===== src/design/u8v_pkg.sv =====
// Shared types for the restricted UTF-8 checker: error codes, second-byte
// rule codes and the per-string tracking state.
// No dependencies.
package u8v_pkg;

    typedef enum logic [2:0] {
        ERR_NONE     = 3'd0,
        ERR_BAD_LEAD = 3'd1,
        ERR_OVER2    = 3'd2,
        ERR_BAD_CONT = 3'd3,
        ERR_OVER3    = 3'd4,
        ERR_SURR     = 3'd5
    } t_err;

    typedef enum logic [1:0] {
        RULE_NONE = 2'd0,
        RULE_E0   = 2'd1,
        RULE_ED   = 2'd2
    } t_rule;

    typedef struct packed {
        logic [1:0] pending;
        t_rule      rule;
        t_err       err;
    } t_state;

    localparam t_state STATE_RESET = '{pending: 2'd0, rule: RULE_NONE, err: ERR_NONE};

    localparam logic [7:0] LEAD_MIN_TWO  = 8'hC2;
    localparam logic [7:0] LEAD_E0       = 8'hE0;
    localparam logic [7:0] LEAD_ED       = 8'hED;
    localparam logic [7:0] CONT_E0_MIN   = 8'hA0;
    localparam logic [7:0] CONT_ED_MAX   = 8'h9F;

endpackage


===== src/design/utf8_validator_three_byte_unit.sv =====
// Restricted UTF-8 checker top level: input register, decision step, result register.
// A zero byte's verdict is written from the input register into the result register, then shows on o_valid.
// Throughput: one byte per cycle; only a zero byte waits, while the result side is stalled.
// Reset (synchronous, active low) empties both registers and clears the tracking state.
// Depends on u8v_pkg and u8v_step.
module utf8_validator_three_byte_unit (
    input  logic                 i_clk,
    input  logic                 i_rst_n,
    input  logic                 i_valid,
    output logic                 o_ready,
    input  logic [7:0]           i_text_byte,
    output logic                 o_valid,
    input  logic                 i_ready,
    output logic                 o_valid_res,
    output logic [2:0]           o_error_kind
);
    import u8v_pkg::*;

    logic       r_in_valid;
    logic [7:0] r_in_byte;
    t_state     r_state;
    t_state     n_state;
    t_err       n_verdict;
    logic       r_out_valid;
    t_err       r_out_err;
    logic       out_free;
    logic       advance;

    assign out_free = !r_out_valid || i_ready;
    assign advance  = r_in_valid && (out_free || r_in_byte != 8'd0);
    assign o_ready  = !r_in_valid || advance;

    u8v_step u_step (
        .i_byte    (r_in_byte),
        .i_state   (r_state),
        .o_state   (n_state),
        .o_verdict (n_verdict)
    );

    always_ff @(posedge i_clk) begin
        if (!i_rst_n) begin
            r_in_valid  <= 1'b0;
            r_state     <= STATE_RESET;
            r_out_valid <= 1'b0;
        end else begin
            if (i_valid && o_ready) begin
                r_in_valid <= 1'b1;
            end else if (advance) begin
                r_in_valid <= 1'b0;
            end
            if (advance) begin
                r_state <= n_state;
            end
            if (advance && r_in_byte == 8'd0) begin
                r_out_valid <= 1'b1;
            end else if (i_ready) begin
                r_out_valid <= 1'b0;
            end
        end
    end

    always_ff @(posedge i_clk) begin
        if (i_valid && o_ready) begin
            r_in_byte <= i_text_byte;
        end
        if (advance && r_in_byte == 8'd0) begin
            r_out_err <= n_verdict;
        end
    end

    assign o_valid      = r_out_valid;
    assign o_valid_res  = (r_out_err == ERR_NONE);
    assign o_error_kind = r_out_err;

    a_pending_range: assert property (@(posedge i_clk) disable iff (!i_rst_n)
        r_state.pending != 2'd3)
        else $error("pending count out of range");

    a_error_clears_seq: assert property (@(posedge i_clk) disable iff (!i_rst_n)
        r_state.err != ERR_NONE |-> (r_state.pending == 2'd0 && r_state.rule == RULE_NONE))
        else $error("sequence state left after error");

    a_rule_needs_pending: assert property (@(posedge i_clk) disable iff (!i_rst_n)
        r_state.pending == 2'd0 |-> r_state.rule == RULE_NONE)
        else $error("rule set with no pending bytes");

    a_error_sticky: assert property (@(posedge i_clk) disable iff (!i_rst_n)
        (advance && r_in_byte != 8'd0 && r_state.err != ERR_NONE) |=> $stable(r_state.err))
        else $error("first error overwritten");

    a_verdict_resets: assert property (@(posedge i_clk) disable iff (!i_rst_n)
        (advance && r_in_byte == 8'd0) |=> (r_state == STATE_RESET && r_out_valid))
        else $error("terminator did not reset state or post verdict");

endmodule


===== src/design/u8v_step.sv =====
// Per-byte decision logic: next tracking state and verdict for one byte.
// Depends on u8v_pkg.
module u8v_step (
    input  logic [7:0]      i_byte,
    input  u8v_pkg::t_state i_state,
    output u8v_pkg::t_state o_state,
    output u8v_pkg::t_err   o_verdict
);
    import u8v_pkg::*;

    t_state n_state;
    t_err   n_verdict;

    always_comb begin
        n_state   = i_state;
        n_verdict = i_state.err;
        if (i_byte == 8'd0) begin
            if (i_state.err == ERR_NONE && i_state.pending != 2'd0) begin
                n_verdict = ERR_BAD_CONT;
            end
            n_state = STATE_RESET;
        end else if (i_state.err != ERR_NONE) begin
            n_state = i_state;
        end else if (i_state.pending != 2'd0) begin
            if (i_byte[7:6] != 2'b10) begin
                n_state = '{pending: 2'd0, rule: RULE_NONE, err: ERR_BAD_CONT};
            end else if (i_state.pending == 2'd2) begin
                n_state.pending = 2'd1;
                if (i_state.rule == RULE_E0 && i_byte < CONT_E0_MIN) begin
                    n_state.rule = RULE_E0;
                end else if (i_state.rule == RULE_ED && i_byte > CONT_ED_MAX) begin
                    n_state.rule = RULE_ED;
                end else begin
                    n_state.rule = RULE_NONE;
                end
            end else begin
                n_state.pending = 2'd0;
                n_state.rule    = RULE_NONE;
                if (i_state.rule == RULE_E0) begin
                    n_state.err = ERR_OVER3;
                end else if (i_state.rule == RULE_ED) begin
                    n_state.err = ERR_SURR;
                end
            end
        end else if (i_byte[7] == 1'b0) begin
            n_state = i_state;
        end else if (i_byte[7:5] == 3'b110) begin
            if (i_byte < LEAD_MIN_TWO) begin
                n_state = '{pending: 2'd0, rule: RULE_NONE, err: ERR_OVER2};
            end else begin
                n_state.pending = 2'd1;
                n_state.rule    = RULE_NONE;
            end
        end else if (i_byte[7:4] == 4'hE) begin
            n_state.pending = 2'd2;
            if (i_byte == LEAD_E0) begin
                n_state.rule = RULE_E0;
            end else if (i_byte == LEAD_ED) begin
                n_state.rule = RULE_ED;
            end else begin
                n_state.rule = RULE_NONE;
            end
        end else begin
            n_state = '{pending: 2'd0, rule: RULE_NONE, err: ERR_BAD_LEAD};
        end
    end

    assign o_state   = n_state;
    assign o_verdict = n_verdict;

endmodule


===== config.mk =====
export PLATFORM = sky130hd
export DESIGN_NAME = utf8_validator_three_byte_unit
export DESIGN_NICKNAME = d
export VERILOG_FILES = /design/src/design/u8v_pkg.sv /design/src/design/utf8_validator_three_byte_unit.sv /design/src/design/u8v_step.sv
export SDC_FILE = /design/constraint.sdc
export NUM_CORES = 1
export LEC_CHECK = 0
export BUFFER_PORTS_ARGS = -buffer_cell sky130_fd_sc_hd__clkbuf_2
export CAP_MARGIN = 5
export CORE_MARGIN = 4
export CORE_UTILIZATION = 30
export CTS_CLUSTER_DIAMETER = 50
export DETAILED_ROUTE_END_ITERATION = 16
export RECOVER_POWER = 50
export SYNTH_ARGS = -nofsm -noshare
export SYNTH_HDL_FRONTEND = slang
export SYNTH_SLANG_ARGS = --single-unit

===== constraint.sdc =====
create_clock -name i_clk -period 6 [get_ports i_clk]
set_clock_uncertainty 0.1 [all_clocks]
set_input_delay 0.6 -clock i_clk [delete_from_list [all_inputs] [get_ports i_clk]]
set_output_delay 0.6 -clock i_clk [all_outputs]
set_load 0.02 [all_outputs]

==> metrics.md, run 1 <==
| Metric | Value |
|---|---|
| Status | complete, no violations |
| Sequential share of power | 0.648 |
| Unique masters post-synth | 36 |
| Sw frac | 0.234 |
| Final setup viols | 0 |
| Worst slew pin tran | 0.426 ns |
| Mapped Cells | 86 |
| Pint | 0.000187 W |
| Placed insts | 145 |
| Antenna diodes | 0 |
| Critical path depth | 5 |
| Die Y | 65.4 um |
| Layout cell share with drive strength beyond 1 | 0.229 |
| Post-CTS Setup Bufs | 0 |
| Crit path capture type | primary output |
| Pin count of the biggest net entering global routing | 13 |
| Initial core utilization | 0.319 |
| VDD IR-drop max | 0.000142 V |
| Post-CTS sizing | 0 |
| Vias/cell | 4.60 |
| Die X-Extent | 65.4 um |
| Core ar. | 3100 um^2 |
| GRT overflow | 0 |
| Post-Syn Area per Cell | 11.5 um^2 |
| Hold_buf cts | 0 |
| Cell Area, Synth | 990 um^2 |
| First-pass GRT wire length | 2870 um |
| MaxCap Viol Count | 0 |
| FF-to-FF setup slack | 3.76 ns |
| Register area share after synthesis | 0.516 |
| Post-synth EDFFs | 11 |
| HP Class | in -> reg |
| # rows | 20 |
| FFs w/ async S/R, synth | 0 |
| Worst Path Class, Setup | reg -> out |
| Clk Latency, worst-skew pair | 0.30 ns |
| Routed length per instance | 11.2 um |
| FMAX | 0.362 GHz |
| Synth top area share | 0.334 |
| DR WL met3 | ~92 um |
| Req. time, crit path | between 5 and 6 ns |
| Clk slew on worst S/H paths | 0.10 ns |
| CP startpoint | r_in_byte[3] |
| CTS sink count | 20 |
| CTS root buffer | clkbuf_4 |
| Num CTS Buffers | 3 |
| Vias in the first global route | 650 |
| Sum Neg Setup Slack | 0 ns |
| Pwr per Cell Area | 217 nW/um^2 |
| Syn_nets | 98 |
| # nets final | 118 |
| CP arrival | 2.06 ns |
| Buf/Inv on CP | 1 |
| WL final | 1660 um |
| CP startpoint kind | register |
| H-tree Lvls | 1 |
| Die area | 4280 um^2 |
| Initial antenna violation count | 0 |
| Crit-path slowest cell | or4_1 |
| Area contributors post-synth | edfxtp_1 33%, dfxtp_1 18%, mux2i_1 5.1%, nand2_1 3.8%, or2b_2 3.5% |
| Most area-hungry cell type in the Yosys netlist | edfxtp_1 |
| Clock power share | 0.262 |
| Total vias in the final route | 686 |
| Top Metal Used | met4 |
| Yosys reg bits | 20 |
| Final hold vios | 0 |
| RSZ-0062 raised after global routing | no |
| # port buffers | 17 |
| Switching pwr | ~0.000057 W |
| Critical path fanouts, max | 4 |
| Worst path max stage delay | 0.60 ns |
| Ys flop type | edfxtp_1 |
| Combinational power share | 0.091 |
| Final Max Slew Viols | 0 |
| Met1 WL | 811 um |
| Leakage power | 0.421 nW |
| CP top delay family | simple AND/OR/NAND/NOR gates |
| CTS tree | done |
| CP Capture Point | o_ready |
| Gpl congestion | about 0.81 |
| DRC Markers | 0 |
| Gr usage total | 0.0855 |
| R2r endpoint | r_in_byte[3] |
| Rel. slew slack | 0.712 |
| Routed Antenna Nets | 0 |
| Min Clock Period, post-route | 2.76 ns |
| Area Overhead vs Synth | 13.3% |
| Fin cells | 149 |
| Reg2reg start | r_in_byte[3] |
| Post-detail-place hpwl | around 1300 um |
| Top-level port count | 18 |
| Period utilisation layout | 0.460 |
| Drt first pass iters | 4 |
| DR iter-0 viols | 14 |
| Routed wl met2 | 741 um |
| Final design utilization | 0.361 |
| Ys Warns | 0 |
| CTS max path bufs | 2 |
| Worst reg-to-reg path cell count | 5 |
| CP Cell Sequence | or4_1, and2b_1, nand2_1, or2_1, clkbuf_2 |
## registers in the layout (all words and copies together), names as in the netlist
name / flops
r_in_valid: 1
r_in_byte: 8
o_valid: 1
r_state: 7
o_error_kind: 3
## per-layer routing
metal  GRT usage  vias up
met5           0        -
met4      0.0155        0
met3      0.0308        2
met2       0.135       17
met1       0.113      311
li1            -      356
## cells by family after synthesis
group / Yosys count / share of synthesized area
buffers and inverters: 5 / 0.0291
multiplexers: 6 / 0.0733
AO/OA/AOI/OAI: 12 / 0.105
flip-flops: 20 / 0.516
AND/OR/NAND/NOR: 43 / 0.277
## power groups by stage
stage / clock [W] / sequential [W] / combinational, W
3_3_place_gp: 0 / 0.000161 / 0.0000226
2_1_floorplan: 0 / 0.000159 / 0.0000173
6_report: 0.0000638 / 0.000158 / 0.0000221
4_1_cts: 0.0000666 / 0.000158 / 0.0000229
5_1_grt: 0.0000729 / 0.000159 / 0.0000252
3_5_place_dp: 0 / 0.000161 / 0.0000228
## synth_stat cells (2+ instances only)
cell type,instances
a21boi_1,2
dfxtp_1,9
edfxtp_1,11
inv_1,3
mux2i_1,5
nand2_1,10
nor2_1,8
nor2b_1,2
nor3_1,4
o211a_1,2
o41ai_1,2
or2b_2,4
## cell usage in the layout, fill, tap and decap left out, types with 2 or more instances in the layout
| cell | instances |
|---|---|
| nor2_1 | 8 |
| clkbuf_1 | 5 |
| o211a_1 | 2 |
| clkbuf_2 | 12 |
| nor3_1 | 4 |
| clkbuf_4 | 3 |
| dfxtp_1 | 9 |
| mux2i_1 | 5 |
| or2b_2 | 4 |
| nand2b_1 | 2 |
| inv_1 | 3 |
| a21boi_1 | 2 |
| nand2_1 | 10 |
| edfxtp_1 | 11 |
| o41ai_1 | 2 |
| nor2b_1 | 2 |
## cell type report
type,instances,area (um^2)
clock buffer,3,22.5
timing repair buffer,17,78.8
sequential,20,510
multi-input combinational,61,439
clock inverter,1,3.75
tap,44,55.1
fill,333,1980
inverter,3,11.3
## per-stage QoR
step | power [W] | area [um^2] | hold WS (ns) | worst slack [ns]
after floorplan | 0.000177 | 990 | 0.338 | 3.78
after global placement | 0.000183 | 1110 | 0.354 | 3.65
after detailed placement | 0.000184 | 1110 | 0.360 | 3.61
after CTS | 0.000248 | 1140 | 0.361 | 3.26
after global routing | 0.000257 | 1120 | 0.349 | 3.11
final | 0.000244 | 1120 | 0.369 | 3.24
## worst min path at each step
stage	cells past startpoint	from	to
floorplan	2	r_state[0]	r_state[0]
global placement	2	r_state[0]	r_state[0]
detailed placement	2	r_state[0]	r_state[0]
CTS	1	i_text_byte[7]	r_in_byte[7]
global route	1	i_text_byte[2]	r_in_byte[2]
finish	1	i_text_byte[6]	r_in_byte[6]
Power figures use the tool's default switching activity.
==> run 2: changes to the inputs <==
ABC_AREA = 1   (was unset)
clock period = 2.2 ns   (was 6 ns; I/O delays follow)
==> run 2 against run 1 <==
Core utilization rose by 3.4 points; critical path depth stayed put; sequential cell count unchanged; synthesized area up 2.4%; die area is 2.1% higher; sequential share of layout area fell by 4.6 points; total power grew to 2.9 times the previous value; critical path type unchanged; largest power group unchanged.
==> metrics.md, run 2 <==
| Metric | Value |
|---|---|
| Period utilisation layout | 0.854 |
| Clk Latency, worst-skew pair | 0.29 ns |
| # rows | 20 |
| Critical path fanouts, max | 8 |
| Post-CTS sizing | 0 |
| Placed insts | 182 |
| Top Metal Used | met4 |
| Die area | 4370 um^2 |
| Fin cells | approximately 190 |
| Pint | 0.000527 W |
| Sw frac | 0.263 |
| Sequential share of power | 0.600 |
| Clock power share | 0.241 |
| CTS tree | done |
| Total vias in the final route | 830 |
| Die X-Extent | 66.1 um |
| VDD IR-drop max | roughly 0.00045 V |
| Crit path capture type | primary output |
| Ys Warns | 0 |
| Most frequent cells in the layout | 26 x nand2_1, 21 x nor2_1, 19 x inv_1 |
| CP top delay family | simple AND/OR/NAND/NOR gates |
| Pin count of the biggest net entering global routing | 12 |
| CP Cell Sequence | nor2_4, nand2_1, nor2_8, nand3_1, clkbuf_2 |
| Pwr per Cell Area | 573 nW/um^2 |
| DR iter-0 viols | 31 |
| Routed Antenna Nets | 0 |
| FMAX | ~0.53 GHz |
| Clk slew on worst S/H paths | 0.11 ns |
| Hold_buf cts | 8 |
| Initial core utilization | 0.321 |
| Mapped Cells | 122 |
| Num CTS Buffers | 3 |
| CP startpoint kind | register |
| Crit-path slowest cell | edfxtp_1 |
| CTS sink count | 20 |
| Switching pwr | roughly 0.00019 W |
| Antenna diodes | 0 |
| Combinational power share | 0.159 |
| Most area-hungry cell type in the Yosys netlist | edfxtp_1 |
| # nets final | approximately 160 |
| Vias/cell | 4.28 |
| Unique masters post-synth | 17 |
| Sum Neg Setup Slack | 0 ns |
| Gpl congestion | 0.892 |
| Register area share after synthesis | 0.504 |
| Top-count cell post-synth | nand2_1 |
| WL final | 1890 um |
| Gr usage total | 0.105 |
| Top-level port count | 18 |
| CTS max path bufs | 2 |
| Post-CTS Setup Bufs | 0 |
| Synth top area share | 0.326 |
| Commonest non-fill, non-tap cell in the layout | nand2_1 |
| Vias in the first global route | 840 |
| Ys flop type | edfxtp_1 |
| MaxCap Viol Count | 0 |
| H-tree Lvls | 1 |
| Biggest register | r_in_byte |
| GRT overflow | 0 |
| Worst path max stage delay | 0.44 ns |
| Core ar. | 3150 um^2 |
| Area contributors post-synth | edfxtp_1 33%, dfxtp_1 18%, nand2_1 9.3%, nor2_1 7.8%, inv_1 7.0% |
| Worst Path Class, Setup | reg -> out |
| Final Max Slew Viols | 0 |
| Die Y | 66.1 um |
| Min Clock Period, post-route | 1.88 ns |
| Final hold vios | 0 |
| Initial antenna violation count | 0 |
| RSZ-0062 raised after global routing | no |
| DRC Markers | 0 |
| Post-Syn Area per Cell | 8.31 um^2 |
| First-pass GRT wire length | approximately 3500 um |
| FFs w/ async S/R, synth | 0 |
| Buf/Inv on CP | 1 |
| Max FFs per register | 8 |
| Req. time, crit path | 1.88 ns |
| Layout cell share with drive strength beyond 1 | 0.193 |
| Worst slew pin tran | around 0.34 ns |
| Post-synth EDFFs | 11 |
| # port buffers | 17 |
| DR WL met3 | 123 um |
| Area Overhead vs Synth | 23.1% |
| Met1 WL | 826 um |
| HP Class | in -> reg |
| Yosys reg bits | 20 |
| Routed length per instance | 9.73 um |
| CP arrival | approximately 1.6 ns |
| CTS root buffer | clkbuf_4 |
| Final setup viols | 0 |
| Leakage power | 0.592 nW |
| Post-synth top cells | 25 x nand2_1, 21 x nor2_1, 19 x inv_1 |
| Routed wl met2 | 882 um |
| Post-detail-place hpwl | 1470 um |
| Status | complete, no violations |
| Syn_nets | between 100 and 150 |
| Drt first pass iters | 5 |
| Rel. slew slack | 0.775 |
| Cell Area, Synth | 1010 um^2 |
## run 2: cell types whose count changed after synthesis, sizes merged, moves of 4 or more
cell | before | now
nand2 | 11 | 32
nor2 | 8 | 28
inv | 3 | 19
nand3 | 0 | 9
mux2i | 6 | 0
a21oi | 0 | 5
or2b | 4 | 0
## run 2: cell type report
cell class	count	area (um^2)
clock buffers	3	22.5
clock inverters	1	3.75
fillers	339	1910
inverters	19	71.3
multi-input cells	82	425
flip-flops and latches	20	510
well taps	44	55.1
repair buffers	25	159
## run 2: kinds of logic after synthesis
logic type      count (synthesis)  synth area share
compound gates                  8            0.0395
simple gates                   74             0.383
buf+inv                        20            0.0741
flops                          20             0.504
## run 2: worst register-to-register path, cell delays in order (launching register included)
cell,delay [ns]
edfxtp_1,0.44
nor2_4,0.13
nand2_1,0.15
nor2_8,0.22
nand3_1,0.14
nand2_1,0.13
inv_1,0.16
## run 2: metrics by stage
step | util | hold WS [ns] | area [um^2] | total power (W) | setup slack (ns)
5_1_grt | 0.396 | 0.0686 | 1250 | 0.000763 | 0.184
3_3_place_gp | 0.365 | 0.297 | 1150 | 0.000539 | 0.597
4_1_cts | 0.398 | 0.0722 | 1260 | 0.000728 | 0.351
2_1_floorplan | - | 0.219 | 1010 | 0.000514 | 0.507
6_report | 0.396 | 0.0785 | 1250 | 0.000715 | 0.321
3_5_place_dp | 0.365 | 0.299 | 1150 | 0.000541 | 0.527
## run 2: worst paths after layout
kind                     end  cells after the start    startpoint  slack [ns]
max                  o_ready                      5  r_in_byte[3]        0.32
max reg2reg     r_in_byte[4]                      6  r_in_byte[3]        0.47
min reg2reg  o_error_kind[2]                      0    r_state[2]        0.35
min               r_state[0]                      3       i_rst_n        0.08
## run 2: power by group through the flow
stage	clock (W)	combinational (W)	sequential, W
after floorplan	0	0.0000798	0.000435
after global placement	0	0.000102	0.000437
after detailed placement	0	0.000104	0.000437
after CTS	0.000184	0.000115	0.000429
after global routing	0.000202	0.000130	0.000431
final	0.000172	0.000114	0.000429
## run 2: layer usage
layer / track usage / up-vias
met5: 0 / -
met4: 0.0457 / 0
met3: 0.0442 / 6
met2: 0.178 / 26
met1: 0.112 / 359
li1: - / 439
